===== src/rtl/tkwm_pkg.sv =====
// ----------------------------------------------------------------------------
// tkwm_pkg
// Shared widths, defaults and the scan token flag type of the k-way merge.
// ----------------------------------------------------------------------------
package tkwm_pkg;

  // Fixed field widths
  localparam int STAMP_W  = 64;
  localparam int STREAM_W = 3;
  localparam int SIU_W    = 4;

  // Parameter defaults
  localparam int NUM_STREAMS_DEF  = 8;
  localparam int PAYLOAD_BITS_DEF = 32;

  // Stream count after reset
  localparam logic [SIU_W-1:0] SIU_RESET = 4'd8;

  // Control flags that travel with the scan token
  typedef struct packed {
    logic vld;      // token present in this stage
    logic any;      // a candidate head has been picked
    logic blocked;  // a live stream that has not ended has an empty head
  } tkwm_flags_t;

endpackage


===== src/rtl/tkwm_cell.sv =====
// ----------------------------------------------------------------------------
// tkwm_cell
// One stream head slot plus one stage of the minimum scan chain.
// ----------------------------------------------------------------------------
module tkwm_cell import tkwm_pkg::*; #(
  parameter int CELL_IDX     = 0,
  parameter int IW           = 3,
  parameter int PAYLOAD_BITS = PAYLOAD_BITS_DEF
) (
  input  logic                    clk,
  input  logic                    rst_n,
  input  logic [SIU_W-1:0]        siu,
  input  logic                    served_vld,
  input  logic [IW-1:0]           served_idx,
  // write side
  input  logic                    wr_acc,
  input  logic                    wr_mode,
  input  logic [STREAM_W-1:0]     wr_stream,
  input  logic [STAMP_W-1:0]      wr_stamp,
  input  logic [PAYLOAD_BITS-1:0] wr_data,
  // release of the emitted head
  input  logic                    clr_en,
  input  logic [IW-1:0]           clr_idx,
  // token from the previous cell
  input  tkwm_flags_t             tin_flags,
  input  logic [STAMP_W-1:0]      tin_stamp,
  input  logic [IW-1:0]           tin_idx,
  input  logic [PAYLOAD_BITS-1:0] tin_data,
  // token to the next cell
  output tkwm_flags_t             tout_flags,
  output logic [STAMP_W-1:0]      tout_stamp,
  output logic [IW-1:0]           tout_idx,
  output logic [PAYLOAD_BITS-1:0] tout_data
);

  logic                    full_r, full_nxt;
  logic                    ended_r, ended_nxt;
  logic [STAMP_W-1:0]      stamp_r;
  logic [PAYLOAD_BITS-1:0] data_r;
  logic                    live;
  logic                    wr_hit;
  logic                    take;
  tkwm_flags_t             flags_r, flags_nxt;
  logic [STAMP_W-1:0]      tstamp_r, tstamp_nxt;
  logic [IW-1:0]           tidx_r, tidx_nxt;
  logic [PAYLOAD_BITS-1:0] tdata_r, tdata_nxt;

  // Stream takes part while its index is below the configured count
  assign live   = CELL_IDX < int'(siu);
  assign wr_hit = wr_acc && (int'(wr_stream) == CELL_IDX) && live && !ended_r && !full_r;

  // Slot flags: fill or end on a write, drop the head when emitted
  always_comb begin
    full_nxt  = full_r;
    ended_nxt = ended_r;
    if (wr_hit && wr_mode) begin
      ended_nxt = 1'b1;
    end else if (wr_hit) begin
      full_nxt = 1'b1;
    end else if (clr_en && clr_idx == IW'(CELL_IDX)) begin
      full_nxt = 1'b0;
    end
  end

  always_ff @(posedge clk) begin
    if (!rst_n) begin
      full_r  <= 1'b0;
      ended_r <= 1'b0;
    end else begin
      full_r  <= full_nxt;
      ended_r <= ended_nxt;
    end
  end

  // Head contents
  always_ff @(posedge clk) begin
    if (wr_hit && !wr_mode) begin
      stamp_r <= wr_stamp;
      data_r  <= wr_data;
    end
  end

  // Compare own head with the running candidate; ties go to the last served, else lower index
  assign take = live && !ended_r && full_r &&
                (!tin_flags.any || (stamp_r < tin_stamp) ||
                 ((stamp_r == tin_stamp) && served_vld && (served_idx == IW'(CELL_IDX))));

  always_comb begin
    flags_nxt         = tin_flags;
    tstamp_nxt        = tin_stamp;
    tidx_nxt          = tin_idx;
    tdata_nxt         = tin_data;
    flags_nxt.blocked = tin_flags.blocked || (live && !ended_r && !full_r);
    if (take) begin
      flags_nxt.any = 1'b1;
      tstamp_nxt    = stamp_r;
      tidx_nxt      = IW'(CELL_IDX);
      tdata_nxt     = data_r;
    end
  end

  // Hand the token to the next cell
  always_ff @(posedge clk) begin
    if (!rst_n) begin
      flags_r <= '0;
    end else begin
      flags_r <= flags_nxt;
    end
  end

  always_ff @(posedge clk) begin
    tstamp_r <= tstamp_nxt;
    tidx_r   <= tidx_nxt;
    tdata_r  <= tdata_nxt;
  end

  assign tout_flags = flags_r;
  assign tout_stamp = tstamp_r;
  assign tout_idx   = tidx_r;
  assign tout_data  = tdata_r;

endmodule


===== config.mk =====
export PLATFORM = sky130hd
export DESIGN_NAME = tkwm_cell
export DESIGN_NICKNAME = d
export VERILOG_FILES = /design/src/rtl/tkwm_pkg.sv /design/src/rtl/tkwm_cell.sv
export SDC_FILE = /design/constraint.sdc
export NUM_CORES = 1
export LEC_CHECK = 0
export ABC_CLOCK_PERIOD_IN_PS = 12800
export BUFFER_PORTS_ARGS = -buffer_cell sky130_fd_sc_hd__buf_2
export CORE_ASPECT_RATIO = 1.1
export CORE_MARGIN = 8
export CORE_UTILIZATION = 30
export CTS_BUF_LIST = sky130_fd_sc_hd__clkbuf_4 sky130_fd_sc_hd__clkbuf_8
export DETAILED_ROUTE_END_ITERATION = 10
export HOLD_SLACK_MARGIN = 0.08
export PLACE_DENSITY_LB_ADDON = 0.05
export SLEW_MARGIN = 20
export SYNTH_ARGS = -nofsm -noshare
export SYNTH_HDL_FRONTEND = slang
export SYNTH_SLANG_ARGS = --single-unit

===== constraint.sdc =====
create_clock -name clk -period 12.8 [get_ports clk]
set_input_delay 1.28 -clock clk [delete_from_list [all_inputs] [get_ports clk]]
set_output_delay 1.28 -clock clk [all_outputs]
set_load 0.02 [all_outputs]

==> reports/qor.yml <==
antenna_left: 0
start_kind: "input port"
report.final.hold_viol_count: 0
die_h_um: 186
clkLatencyLatePin_ns: 0.47
clock.fmax_mhz: 259
route.detailed.drc: 0
syn_area_mm2: 0.00793
placement.io_buffers: 318
grt_start_max_net_pins: 51
layout_cells_sized_above_1_pct: 50.8
ir_drop_mv: 0.0534
holdBufCountCts: 0
drt-wirelength-per-cell_um: 17.5
mostFrequentLayoutCells: "buf_2 (318), dfxtp_1 (104), edfxtp_1 (96)"
rsz0062_at_grt: "no"
layout.core_utilization_pct: 39.5
post-route-worst-setup-slack_ns: 8.94
max-slew-margin-rel_pct: 48.1
io-pin-count: 319
worstMarginPinSlew_ns: 0.778
placementRows: 62
synth_edf_count: 96
critical_path.max_fanout: 50
grt_first_pass_wirelength_mm: 33.4
report.final.slew_viol_count: 0
cts_post_setup_buffers_inserted: 0
instances_no_fill: 1254
path_class: "in -> reg"
seq_area_frac_synth_pct: 62.6
hold_path_class: "reg -> reg"
post_cts_resize_count: 0
placedCellCount: 1218
cts.clk_slew.worst_paths_ns: 0.12
ys_seq_elements: 200
layout.cells.most_common: "buf_2"
cts_tree: "yes"
cap_violations: 0
yosys.cell_types.count: 41
post-route-min-period_ns: 3.86
floorplan.core_area_mm2: 0.0261
first_global_vias: 6088
initial_utilization_pct: 30.4
place_congestion: 0.782
cts.path.max_buffers: 2
setup.worst_path.end_class: "flop"
async_reset_ff_share_pct: 0
cp_data_required_time_ns: 13.15
multi_input_area_mm2: 0.00263
via_count: 5386
total_leakage_power_nw: 4.74
outcome: "finished, final reports clean"
finish.net_count: 1166
setup-tns-final_ns: 0
power_density_of_the_placed_cells_mw_per_mm2: 120
ys.flop_type: "dfxtp_1"
mappedNetlistNets: 835
finClkSkew_ns: 0.0283
dp_worst_setup_slack_ns: 8.40
globalRouteOverflowTotal: 0
avgViaCountPerCell: 4.30
place_hpwl_mm: 17.3
clkSinkCount: 200
setup_violations: 0
die_w_um: 171
drt-initial-drc-count: 200
sum_of_routed_wire_length_over_all_layers_mm: 22.0
seq_area_mm2: 0.00496
fillerInstances: 2585
antenna_found_initial: 11
synth_area_per_cell_um2: 14.3
detail_route.first_pass.iterations: 4
grt_usage_pct: 13.7
timing.final.crit_share_pct: 30.1
cts_root_buf: "clkbuf_8"
cts.htree.levels: 4
area.growth.synth_to_final_pct: 30.1
yosys_warnings: 0
post_synth_inst_count: 554
worst_hold_slack_ns: 0.470
cp.arrival_ns: 4.20
design.die.area_mm2: 0.0319
cts_inserted_buffers: 17
final cells by class:
cell class	instances	area share, %
clock inverters	15	1.52
repair buffers	322	15.7
diodes	4	0.0971
inverters	67	2.44
clock buffers	17	2.27
flip-flops and latches	200	48.2
multi-input cells	277	25.5
well taps	352	4.27
cell usage after synthesis (all sizes together), types with 2 or more instances:
cell / n / area, um^2
a21oi: 25 / 136
edfxtp: 96 / 2880
and4: 4 / 35.0
nor2b: 4 / 25.0
and2: 5 / 31.3
dfxtp: 104 / 2080
a21o: 5 / 37.5
a221oi: 4 / 35.0
ha: 64 / 801
o21a: 2 / 15.0
nand2: 17 / 63.8
a211oi: 2 / 20.0
nand4: 9 / 56.3
inv: 67 / 251
nor3: 2 / 15.0
o21ai: 9 / 45.0
nor2: 4 / 15.0
nor4: 6 / 43.8
mux2: 96 / 1110
buf: 10 / 86.3
nand3: 7 / 35.0
worst paths after layout:
check | from | endpoint | slack (ns) | cells after the start
worst min-delay path | data_r[0] | tout_data[0] | 0.47 | 1
worst max register to register | stamp_r[57] | tout_stamp[54] | 9.45 | 9
worst min register to register | data_r[0] | tout_data[0] | 0.47 | 1
worst max-delay path | tin_stamp[59] | tout_stamp[54] | 8.94 | 11
logic make-up after synthesis:
family | count (synthesis) | synth area share [%]
mux | 96 | 14.0
flops | 200 | 62.6
buf+inv | 77 | 4.26
simple gates | 63 | 4.64
fa+ha+maj | 64 | 10.1
compound gates | 54 | 4.37
worst max-delay path: stages:
cell,delay [ns]
buf_2,0.09
inv_1,0.04
ha_1,0.30
nand4_1,0.15
nor4_2,0.45
and4_1,0.37
nor2b_1,0.22
nor3_2,0.10
a21oi_4,0.14
buf_4,0.63
mux2_2,0.41
registers in the layout, indices dropped and copies added (netlist names):
register / flops
ended_r: 1
tout_stamp: 64
tout_flags: 3
stamp_r: 64
full_r: 1
data_r: 32
tout_data: 32
tout_idx: 3
metal layers:
layer	part of all wire [%]	track usage [%]	wire length (um)
met1	40	15.1	8860
met2	48	23.2	10600
met3	10	6.31	2220
met4	0.90	4.08	197
met5	0.34	0	75
metrics by stage:
step           total power (W)  instance area (um^2)
2_1_floorplan         0.000787                  7930
3_3_place_gp          0.000855                  9910
3_5_place_dp          0.000857                  9910
4_1_cts                0.00126                 10300
5_1_grt                0.00130                 10300
6_report               0.00124                 10300
power by group:
part | switching [W] | internal (W) | leakage, nW
clock network | 0.000252 | 0.000147 | 0.196
registers | 0.00000647 | 0.000693 | 1.74
logic | 0.0000740 | 0.0000657 | 2.80
Note: power is estimated with default switching activity, not from simulation.
